[src/hw/rtl/upc_pkg.sv]
// Shared types and constants for the upload path census block.
`default_nettype none

package upc_pkg;

  localparam logic [31:0] DIM_MAX = 32'd32768;

  typedef enum logic [2:0] {
    CLS_REJECT = 3'd0,
    CLS_FAST   = 3'd1,
    CLS_NPOT   = 3'd2,
    CLS_FORMAT = 3'd3,
    CLS_BOTH   = 3'd4
  } path_class_t;

  typedef enum logic [1:0] {
    ST_IDLE,
    ST_SCAN,
    ST_DONE
  } census_state_t;

  typedef struct packed {
    logic [31:0] w;
    logic [31:0] h;
    logic [31:0] dst;
    logic [31:0] src;
  } combo_t;

  typedef struct packed {
    logic tok;
    logic hit;
  } link_t;

endpackage

`default_nettype wire

[src/hw/rtl/upc_cell.sv]
// One table cell: holds a stored combination and passes the search token on.
`default_nettype none

module upc_cell import upc_pkg::*; (
  input  logic   clk,
  input  logic   rst,
  input  combo_t key,
  input  logic   wr_en,
  input  logic   occupied,
  input  link_t  link_in,
  output link_t  link_out
);

  combo_t entry;

  always_ff @(posedge clk) begin
    if (wr_en) begin
      entry <= key;
    end
  end

  always_ff @(posedge clk) begin
    if (rst) begin
      link_out <= '0;
    end else begin
      link_out.tok <= link_in.tok;
      link_out.hit <= link_in.hit | (link_in.tok & occupied & (entry == key));
    end
  end

endmodule

`default_nettype wire

[config.mk]
export PLATFORM = sky130hd
export DESIGN_NAME = upc_cell
export DESIGN_NICKNAME = d
export VERILOG_FILES = /design/src/hw/rtl/upc_pkg.sv /design/src/hw/rtl/upc_cell.sv
export SDC_FILE = /design/constraint.sdc
export NUM_CORES = 1
export LEC_CHECK = 0
export BUFFER_PORTS_ARGS = -buffer_cell sky130_fd_sc_hd__buf_4
export CAP_MARGIN = 20
export CORE_ASPECT_RATIO = 0.7
export CORE_MARGIN = 8
export CORE_UTILIZATION = 48
export CTS_CLUSTER_DIAMETER = 120
export DETAILED_ROUTE_END_ITERATION = 10
export GPL_ROUTABILITY_DRIVEN = 0
export HOLD_SLACK_MARGIN = 0.1
export PLACE_DENSITY = 0.82
export SLEW_MARGIN = 10
export SYNTH_ARGS = -nofsm -noshare
export SYNTH_HDL_FRONTEND = slang
export SYNTH_SLANG_ARGS = --single-unit
[constraint.sdc]
create_clock -name clk -period 1.63 [get_ports clk]
set_input_delay 0.163 -clock clk [delete_from_list [all_inputs] [get_ports clk]]
set_output_delay 0.163 -clock clk [all_outputs]
set_load 0.02 [all_outputs]
==> results.md <==
- The area share of the largest cell type after synthesis is a little over two thirds.
- Setup repair after global routing could not meet its margin everywhere.
- No sink is reached through more buffers than the 2 on the longest clock path.
- In this run the post-CTS setup repair buffer count came out at 0.
- The final-report hold violation count is 0.
- The endpoint identified for the worst register-to-register timing path is link_out[0].
- The via-per-instance ratio is 5.14.
- The critical path is of the flip-flop to flip-flop type.
- The per-cell routed wire length is between 15 and 20 um.
- The multi-input combinational cells in the finished layout cover a total of 1420 um^2.
- The final critical-path setup slack is -0.155 ns.
- The path with the worst hold slack has its endpoint at entry[46].
- Counting every net in the synthesized netlist gives 491.
- The startpoint kind of the worst setup timing path is a flip-flop.
- Including well taps, the total number of placed cells is 657.
- The later pin in the worst-skew pair is clocked with a latency of slightly above 0.4 ns.
- The global-route total usage across every layer is 21.9%.
- After floorplanning, the core was divided into 32 placement rows.
- The distinct cell type count after synthesis is 22.
- The accumulated negative setup slack is -0.155 ns.
- By count the netlist is led by 128 x sky130_fd_sc_hd__edfxtp_1, 75 x sky130_fd_sc_hd__xor2_1, 52 x sky130_fd_sc_hd__inv_1.
- The required time at the endpoint of the critical path is approximately 2 ns.
- The timing-limited maximum frequency is around 560 MHz.
- The overall die height is around 110 um.
- The critical hold path startpoint is wr_en.
- The sink count of the clock tree is 130.
- The iteration count of the initial detailed-routing pass is 5.
- Clock skew on the completed layout was measured at 0.00812 ns.
- In this run the static leakage power is between 3 and 4 nW.
- The flow ran to the end, but the final reports show violations.
- Entering global routing, the biggest net connects 43 pins.
- The via total after detailed routing is 4214.
- The number of cells on the worst reg-to-reg path is 6.
- During synthesis, Yosys emitted a total of 0 warnings.
- Along the worst path, the maximum fanout reaches 1.
- After the flow finishes, the layout carries non-filler instances totaling between 800 and 900.
- The summed area of non-filler cells in the final layout is ~8700 um^2.
- The total detailed-routing wirelength is 16.1 mm.
- The number of flops mapped to enable cells by yosys is roughly 130.
- The count of buffers added on input and output ports is ~140.
- The post-layout net count is a little under 800.
- The starting DRC count in detailed routing is around 290.
- The worst-case IR drop observed on VDD is approximately 860 uV.
- The number of instances in the synthesized netlist is around 360.
- The total global routing overflow is 0.
- The post-detailed-route DRC marker count is 0.
- The starting density of the core is between 40% and 50%.
- The filler cells instantiated in the layout total roughly 670.
- The checks that failed: negative setup slack.
- Measured against its own limit, the worst slew margin works out to a little under two thirds.
- For the pin with the worst max-slew slack, the measured transition is 0.531 ns.
- The via count of the first global-routing pass was 4715.
- In this run the count of I/O pins placed on the die edge is 136.
- The average instance area after synthesis is 15.2 um^2.
- The die footprint is around 15000 um^2.
- The first global-routing pass estimated approximately 25 mm of wire.
- The layout overhead on the synthesized area is 59.3%.
- The worst hold margin is approximately 0.13 ns.
- The initial antenna violation count is 1.
- The hold-critical path depth is 1.
- Sequential cells were found to cover between 70% and 80% of the synthesized design area.
- TritonCTS built the clock tree.
- The most numerous cell in the Yosys netlist is sky130_fd_sc_hd__edfxtp_1.
- The wire-length estimate of the detail-placed layout is roughly 10 mm.
- The width of the chip is around 140 um.
- The number of slew-limit violations in the final report is 0.
- The total power divided by cell area is 998 nW/um^2.
- The number of setup violations in the final report is 1.
- Once detail routing completed, the nets flagged for antenna violations numbered 0.
- The startpoint of the worst-slack reg-to-reg timing path is entry[93].
- Across the run, the number of max-cap violations was 0.
- The data arrival time of the worst path is about 2.1 ns.
- The setup check on the worst reg-to-reg path leaves a slack of -0.15 ns.
- The biggest area contributor in the post-synthesis netlist is sky130_fd_sc_hd__edfxtp_1.
- The floorplan step defined a core boundary enclosing around 11000 um^2.
- The synthesized area is roughly 5400 um^2.
- The number of levels the H-tree was split into is 4.
- The category of the worst setup path capture point is a flip-flop.
- The fraction of final layout cells with drive strength greater than 1 is between 20% and 30%.
- The primary flip-flop cell chosen by synthesis mapping is sky130_fd_sc_hd__edfxtp_1.
- The overall power consumption is slightly below 9 mW.
- Dividing the final minimum period by the clock period gives 109%.
- The path class of the tightest hold or removal check is primary input to flip-flop.
- The clock input transition at the sequential cells of the worst setup and hold paths is approximately 0.06 ns.
- The final core area utilization is just under 80%.
- Summing all flip-flop and latch instances after layout gives approximately 3900 um^2.
- Yosys attributes the largest share of cell area to sky130_fd_sc_hd__edfxtp_1 71%, sky130_fd_sc_hd__xor2_1 12%, sky130_fd_sc_hd__inv_1 3.6%.
- After layout, the minimum clock period comes to ~1.8 ns.
- Clock tree synthesis selected as its root buffer the cell sky130_fd_sc_hd__clkbuf_16.
- Counting flops and latches in the post-synthesis netlist gives 130.
- The total clock buffers created by CTS is 17.
- Of all flip-flops after synthesis, the portion carrying an async set or reset was 0%.
- The placement-stage cell area is between 6000 and 7000 um^2.
- Timing analysis after detailed placement gives a worst setup slack of -0.135 ns.
critical path, stage by stage (launching register included):
cell and delay, ns:
sky130_fd_sc_hd__edfxtp_1 0.38, sky130_fd_sc_hd__xor2_1 0.17, sky130_fd_sc_hd__nor4_2 0.32, sky130_fd_sc_hd__buf_4 0.16
sky130_fd_sc_hd__nand4_1 0.13, sky130_fd_sc_hd__nor4_2 0.35, sky130_fd_sc_hd__a32o_2 0.23
logic make-up after synthesis:
kind of cell / synth area share, %
flops: 71.4
xor+xnor: 12.6
buf+inv: 3.59
compound gates: 7.24
simple gates: 5.24
sequential cells by signal, indices dropped and copies added, names as in the netlist:
register	cells
entry	128
link_out	2
repair_timing:
item	4_1_cts	5_1_grt
setup endpoints to repair	1	1
hold buffers	131	0
gates resized for setup	6	5
endpoints found under the hold margin	130	0
pin swaps	7	0
cell usage in the layout (no fill, tap or decap), types with 4 or more instances in the layout:
cell type	instances
sky130_fd_sc_hd__clkinv_2	8
sky130_fd_sc_hd__nand4_1	8
sky130_fd_sc_hd__nor4_1	18
sky130_fd_sc_hd__clkbuf_16	17
sky130_fd_sc_hd__o2bb2ai_1	10
sky130_fd_sc_hd__buf_4	144
sky130_fd_sc_hd__a22o_1	9
sky130_fd_sc_hd__inv_1	52
sky130_fd_sc_hd__nor4_2	8
sky130_fd_sc_hd__edfxtp_1	128
sky130_fd_sc_hd__o22ai_1	18
sky130_fd_sc_hd__a221oi_1	6
sky130_fd_sc_hd__xor2_1	75
sky130_fd_sc_hd__dlygate4sd3_1	131
sky130_fd_sc_hd__nand2b_1	4
power by group:
part           internal [mW]  switching [mW]  leakage (nW)
Clock                   2.05            1.39         0.258
Combinational          0.645           0.479          2.02
Sequential              3.97           0.119          1.27
how the worst max path moves through the flow:
stage | startpoint | end | cells past startpoint
3_3_place_gp | entry[107] | link_out[0] | 5
6_report | entry[93] | link_out[0] | 6
2_1_floorplan | entry[9] | link_out[0] | 4
4_1_cts | entry[6] | link_out[0] | 5
3_5_place_dp | entry[107] | link_out[0] | 5
5_1_grt | entry[111] | link_out[0] | 6
per-layer routing:
| metal | global-route usage, % | share of wire (%) | vias to the layer above |
|---|---|---|---|
| li1 | - | - | 1952 |
| met1 | 25.6 | 40 | 2036 |
| met2 | 36.5 | 49 | 201 |
| met3 | 7.68 | 9.0 | 25 |
| met4 | 8.00 | 1.6 | 0 |
| met5 | 0 | 0 | - |
layout make-up:
class	instances	area share, %
timing repair buffer	278	28.3
clock inverter	13	1.11
multi-input combinational	175	16.4
antenna	1	0.0289
clock buffer	18	4.95
sequential	130	44.8
inverter	52	2.25
tap	153	2.21
Note: power is estimated with default switching activity, not from simulation.
