[src/hw/rtl/upc_pkg.sv]
// Shared types and constants for the upload path census block.
`default_nettype none

package upc_pkg;

  localparam logic [31:0] DIM_MAX = 32'd32768;

  typedef enum logic [2:0] {
    CLS_REJECT = 3'd0,
    CLS_FAST   = 3'd1,
    CLS_NPOT   = 3'd2,
    CLS_FORMAT = 3'd3,
    CLS_BOTH   = 3'd4
  } path_class_t;

  typedef enum logic [1:0] {
    ST_IDLE,
    ST_SCAN,
    ST_DONE
  } census_state_t;

  typedef struct packed {
    logic [31:0] w;
    logic [31:0] h;
    logic [31:0] dst;
    logic [31:0] src;
  } combo_t;

  typedef struct packed {
    logic tok;
    logic hit;
  } link_t;

endpackage

`default_nettype wire

[src/hw/rtl/upc_classify.sv]
// Classifies one upload by its dimensions and formats.
`default_nettype none

module upc_classify import upc_pkg::*; (
  input  logic [31:0] w,
  input  logic [31:0] h,
  input  logic [31:0] dst,
  input  logic [31:0] src,
  output path_class_t cls
);

  logic dim_ok;
  logic npot;
  logic fmt;

  assign dim_ok = (w >= 32'd1) && (w <= DIM_MAX) && (h >= 32'd1) && (h <= DIM_MAX);
  assign npot   = ((w & (w - 32'd1)) != 32'd0) || ((h & (h - 32'd1)) != 32'd0);
  assign fmt    = (dst != src);

  always_comb begin
    if (!dim_ok) begin
      cls = CLS_REJECT;
    end else if (!npot && !fmt) begin
      cls = CLS_FAST;
    end else if (npot && fmt) begin
      cls = CLS_BOTH;
    end else if (npot) begin
      cls = CLS_NPOT;
    end else begin
      cls = CLS_FORMAT;
    end
  end

endmodule

`default_nettype wire

[config.mk]
export PLATFORM = sky130hd
export DESIGN_NAME = upc_classify
export DESIGN_NICKNAME = d
export VERILOG_FILES = /design/src/hw/rtl/upc_pkg.sv /design/src/hw/rtl/upc_classify.sv
export SDC_FILE = /design/constraint.sdc
export NUM_CORES = 1
export LEC_CHECK = 0
export BUFFER_PORTS_ARGS = -buffer_cell sky130_fd_sc_hd__buf_2
export CAP_MARGIN = 40
export CORE_MARGIN = 10
export CORE_UTILIZATION = 40
export DETAILED_ROUTE_END_ITERATION = 10
export PLACE_DENSITY_LB_ADDON = 0.12
export SYNTH_ARGS = -nofsm -noshare
export SYNTH_HDL_FRONTEND = slang
export SYNTH_SLANG_ARGS = --single-unit
[constraint.sdc]
create_clock -name vclk -period 9.7
set_input_delay 0.97 -clock vclk [all_inputs]
set_output_delay 0.97 -clock vclk [all_outputs]
set_load 0.005 [all_outputs]
==> results of run 1 <==
-- cell usage in the layout (no fill, tap or decap), types with 3 or more instances in the layout --
master	count
a21oi_1	7
buf_2	131
nor2_1	16
o22ai_1	4
maj3_1	3
nor4_1	13
nand2_1	10
o21ai_0	9
a22oi_1	4
nand3_1	6
nand4_1	13
nor3_1	11
or4_1	5
and2_1	3
a211oi_1	4
o31ai_1	5
xnor2_1	32
or3_1	3
-- per-layer routing --
layer,vias to the layer above,global-route usage,routed length [um]
met2,71,0.296,2730
met3,6,0.0443,475
met1,822,0.189,2000
met4,0,0.0165,44
li1,1003,-,-
met5,-,0,0
-- cells by family after synthesis --
logic type,after synthesis,synth area share
AND/OR/NAND/NOR,95,0.442
buffers and inverters,3,0.0150
adder cells (fa/ha/maj),4,0.0341
XOR/XNOR,32,0.224
AO/OA/AOI/OAI,48,0.285
-- how the worst max path moves through the flow --
stage,start,end,slack [ps],cells after the start
floorplan,h[12],cls[1],4850,10
global placement,h[3],cls[1],4500,11
detailed placement,h[3],cls[1],4420,11
CTS,h[3],cls[1],4420,11
global route,h[3],cls[1],4150,11
finish,h[3],cls[1],4430,11
-- where the power goes --
part           switching, mW  total [mW]  internal, mW
clock network              0           0             0
registers                  0           0             0
logic                 0.0282      0.0627        0.0345
total                 0.0282      0.0627        0.0345
-- cell type report --
class	instances	area, um2
fillers	309	1080
inverters	2	7.51
multi-input cells	179	1230
well taps	44	55.1
repair buffers	131	656
-- per-stage QoR --
step           instances  instance area [um2]  hold WS [ps]  utilization  power (mW)
2_1_floorplan        182                 1250          2230            -      0.0245
3_3_place_gp         356                 1950          2490        0.643      0.0616
3_5_place_dp         356                 1950          2490        0.643      0.0626
4_1_cts              356                 1950          2490        0.643      0.0628
5_1_grt              356                 1950          2530        0.643      0.0697
6_report             356                 1950          2490        0.643      0.0627
==> impl_results.md, run 1 <==
* Die Y at 75.9 um
* Die footprint at 0.00576 mm2
* PostCTS Resize Cnt at 0
* Fin. max-slew vios at 0
* Hold path startpoint: w[29]
* Setup WS pre-CTS at 4420 ps
* Initial antenna violation count at 0
* CP Capture Type: output pin
* Crit Path Class: in2out
* GRT Total Usage at 0.162
* Fmax at 190 MHz
* Actual slew at the worst max-slew pin at 628 ps
* Crit-path max FO at 7
* Rows at 20
* Postcts setup bufs at 0
* Status: finished clean
* Layout cells sized above 1 at 0.458
* Port-buffer cells at 131
* WL per Instance at 14.8 um
* # setup viols final at 0
* Syn nets at 311
* Core area at 0.00303 mm2
* Min cycle time layout at 5270 ps
* WHS Endpoint: cls[2]
* Crit path required time at 8730 ps
* Peak VDD IR at 17.0 uV
* CP Buf/Inv Count at 2
* Max_slew headroom at 0.577
* Post-Syn Area at 0.00125 mm2
* RSZ-0062 raised after global routing: false
* Most frequent cells after synthesis: xnor2_1, nor2_1, nand4_1, nor4_1, nor3_1
* Syn Area/Cell at 6.86 um2
* Max_cap viols at 0
* CP Cell Sequence: buf_2 > nor4_2 > nand4_2 > or2_1 > or4_4 > a2111oi_4 > nand4_1 > or4b_1 > ha_1 > and2_1 > buf_2
* Hold crit path type: in2out
* Seq/Total Area, Yosys at 0
* Cell taking the most area after synthesis: xnor2_1
* Post-route ant nets at 0
* Initial DRC count at 100
* Leak Pwr at 0.787 nW
* Synth area leaders: xnor2_1, nand4_1, nor4_1
* PwrDens at 32.2 mW/mm2
* Seq_cells at 0
* Post-synth top area share at 0.224
* DR vias/cell at 5.34
* Syn Inst Count at 182
* Final hold vios at 0
* Worst path slowest cell: or4_4
* Vias at 1902
* Number of global-route vias before repair at 1871
* Final WL at 5.26 mm
* CP Launch Type: input pin
* Final setup margin at 4430 ps
* Tcrit/Tclk final at 0.543
* Count leader, synth: xnor2_1
* Worst EP arrival at 4300 ps
* Clkbuf count at 0
* Final Wtd Congestion at 0.862
* I/O pin count at 131
* Yosys cell types at 45
* Largest net degree at the start of global routing at 9
* Number of synthesis warnings at 0
* Hold path depth at 6
* First-pass GRT wire length at 7.75 mm
* Final nets at 443
* Crit-path most repeated cell: buf_2
* Dpl hpwl at 4.92 mm
* Setup TNS at 0 ps
* Register area at 0 um2
* Area Overhead vs Synth at 56.0%
* # hold bufs at CTS at 0
* Ant diodes at 0
* Initial core utilization at 0.412
* Post-route DRC at 0
* GR Overflow Total at 0
* CP delay by family, top: simple AND/OR/NAND/NOR gates
* Die Width at 75.9 um
* DR pass1 iterations at 4
* Critical path's largest stage delay at 550 ps
Power figures use the tool's default switching activity.
==> run 2, diff against run 1 <==
--- a/config.mk
+++ b/config.mk
@@ -8,7 +8,7 @@
 export BUFFER_PORTS_ARGS = -buffer_cell sky130_fd_sc_hd__buf_2
 export CAP_MARGIN = 40
 export CORE_MARGIN = 10
-export CORE_UTILIZATION = 40
+export CORE_UTILIZATION = 37
 export DETAILED_ROUTE_END_ITERATION = 10
 export PLACE_DENSITY_LB_ADDON = 0.12
 export SYNTH_ARGS = -nofsm -noshare
==> constraint.sdc (replaced) <==
create_clock -name vclk -period 5
set_input_delay 0.5 -clock vclk [all_inputs]
set_output_delay 0.5 -clock vclk [all_outputs]
set_load 0.005 [all_outputs]
==> run 2 against run 1 <==
  * Combinational power rose by 95%
  * Cell count rose by 0.56%
  * Utilization fell by 5.4 points
  * Critical path depth did not move
  * Clock-buffer cell count did not move
  * Non-clock buffer count did not move
  * Setup slack got worse by 3700 ps
  * Hold slack got worse by 950 ps
  * Routed wire length rose by 3.2%
  * First-iteration DRC count rose by 11%
==> impl_results.md, run 2 (synthesis gave the netlist of run 1 again) <==
* Status: finished clean
* Multi-input logic area at 0.00123 mm2 (unchanged)
* Port-buffer cells at 131 (unchanged)
* CP Capture Type: output pin
* Fill count at 367 (+19%)
* Actual slew at the worst max-slew pin at 546 ps (-82.0 ps)
* Commonest cells after routing, fill and taps aside: buf_2, xnor2_1, nor2_1, nor4_1, nand4_1
* Number of global-route vias before repair at 1921 (+2.7%)
* Post-route ant nets at 0 (unchanged)
* Crit-path max FO at 7 (unchanged)
* Fin area at 0.00195 mm2 (+0.13%)
* GR Overflow Total at 0 (unchanged)
* Hold crit path type: in2out
* First-pass GRT wire length at 8.33 mm (+7.5%)
* Ant diodes at 0 (unchanged)
* Initial antenna violation count at 0 (unchanged)
* Crit path required time at 4500 ps (-4230 ps)
* DR vias/cell at 5.36 (+0.33%)
* Worst hold slack at 1540 ps (-950 ps)
* Core Util, Final at 0.589 (-0.0542)
* Core area at 0.00331 mm2 (+9.3%)
* Final WL at 5.43 mm (+3.2%)
* Setup TNS at 0 ps (unchanged)
* Dpl hpwl at 5.04 mm (+2.3%)
* Min cycle time layout at 4300 ps
* Crit Path Class: in2out
* Max_cap viols at 0 (unchanged)
* Initial DRC count at 111 (+11%)
* Tcrit/Tclk final at 0.859
* Leak Pwr at 0.787 nW (unchanged)
* Worst EP arrival at 3800 ps (-500 ps)
* GRT Total Usage at 0.156 (-0.00613)
* Grt met2 use at 0.304 (+0.00805)
* Seq_cells at 0 (unchanged)
* M3 GR Usage at 0.0285 (-0.0158)
* Register area at 0 um2 (unchanged)
* Critical path's largest stage delay at 550 ps (about the same)
* Layout cells sized above 1 at 0.458 (unchanged)
* DR pass1 iterations at 4 (unchanged)
* Vias at 1919 (+0.89%)
* Peak VDD IR at 33.6 uV (+98%)
* WL per Instance at 15.2 um (+2.6%)
* Busiest grt layer: met2
* Worst path slowest cell: or4_4
* Rows at 21 (+5.0%)
* Die Width at 78.1 um (+2.9%)
* # setup viols final at 0 (unchanged)
* Final Wtd Congestion at 0.923 (+7.1%)
* Postcts setup bufs at 0 (unchanged)
* Die Y at 78.1 um (+2.9%)
* GR Layer Usage met1 at 0.181 (-0.00768)
* Initial core utilization at 0.377 (-0.0352)
* Fin. max-slew vios at 0 (unchanged)
* Die footprint at 0.00610 mm2 (+6.0%)
* CP Launch Type: input pin
* Final hold vios at 0 (unchanged)
* Post-place instance area at 0.00195 mm2 (+0.13%)
* PwrDens at 62.5 mW/mm2 (+94%)
* RSZ-0062 raised after global routing: false
* Total Power at 122 uW (+95%)
* Final nets at 443 (unchanged)
* Fmax at 233 MHz
* Crit-path most repeated cell: buf_2
* Most common cell after layout, fill and taps aside: buf_2
* Largest net degree at the start of global routing at 9 (unchanged)
* Post-route DRC at 0 (unchanged)
* CP Cell Sequence: buf_2 > nor4_2 > nand4_2 > or2_1 > or4_4 > a2111oi_4 > nand4_1 > or4b_1 > ha_1 > and2_1 > buf_2
* Area Overhead vs Synth at 56.2%
* Max_slew headroom at 0.632 (+0.0552)
* # hold bufs at CTS at 0 (unchanged)
* I/O pin count at 131 (unchanged)
* Clkbuf count at 0 (unchanged)
* PostCTS Resize Cnt at 0 (unchanged)
==> run 2: cell counts in the layout (fill, tap and decap cells not counted) <==
No cell type changed its count.
==> run 2: worst max-delay path, delay by kind of cell <==
kind / cells / cell delay (ps)
AO/OA/AOI/OAI: 1 / 340
AND/OR/NAND/NOR: 7 / 2420
adder cells (fa/ha/maj): 1 / 290
buffers and inverters: 2 / 240
==> run 2: area by class of cell <==
class	count	area share
tap	46	0.0295
multi-input combinational	179	0.631
timing repair buffer	131	0.336
inverter	2	0.00385
==> run 2: through the flow <==
step,std cells,setup WS [ps]
floorplan,182,1090
global placement,358,754
detailed placement,358,705
CTS,358,698
global route,358,509
finish,358,705
==> run 2: layer usage <==
layer	wire length (um)	vias to the layer above
met2	2940	65
met5	0	-
li1	-	1000
met1	2110	854
met3	378	0
met4	0	0
==> run 2: power by group <==
group | switching, mW | internal (mW) | total (mW)
Sequential | 0 | 0 | 0
Clock | 0 | 0 | 0
Combinational | 0.0551 | 0.0669 | 0.122
Total | 0.0551 | 0.0669 | 0.122
==> run 2: final timing paths <==
path | endpoint | slack (ps) | cells after the start | startpoint
setup / recovery | cls[1] | 700 | 11 | h[3]
hold / removal | cls[1] | 1540 | 6 | w[29]
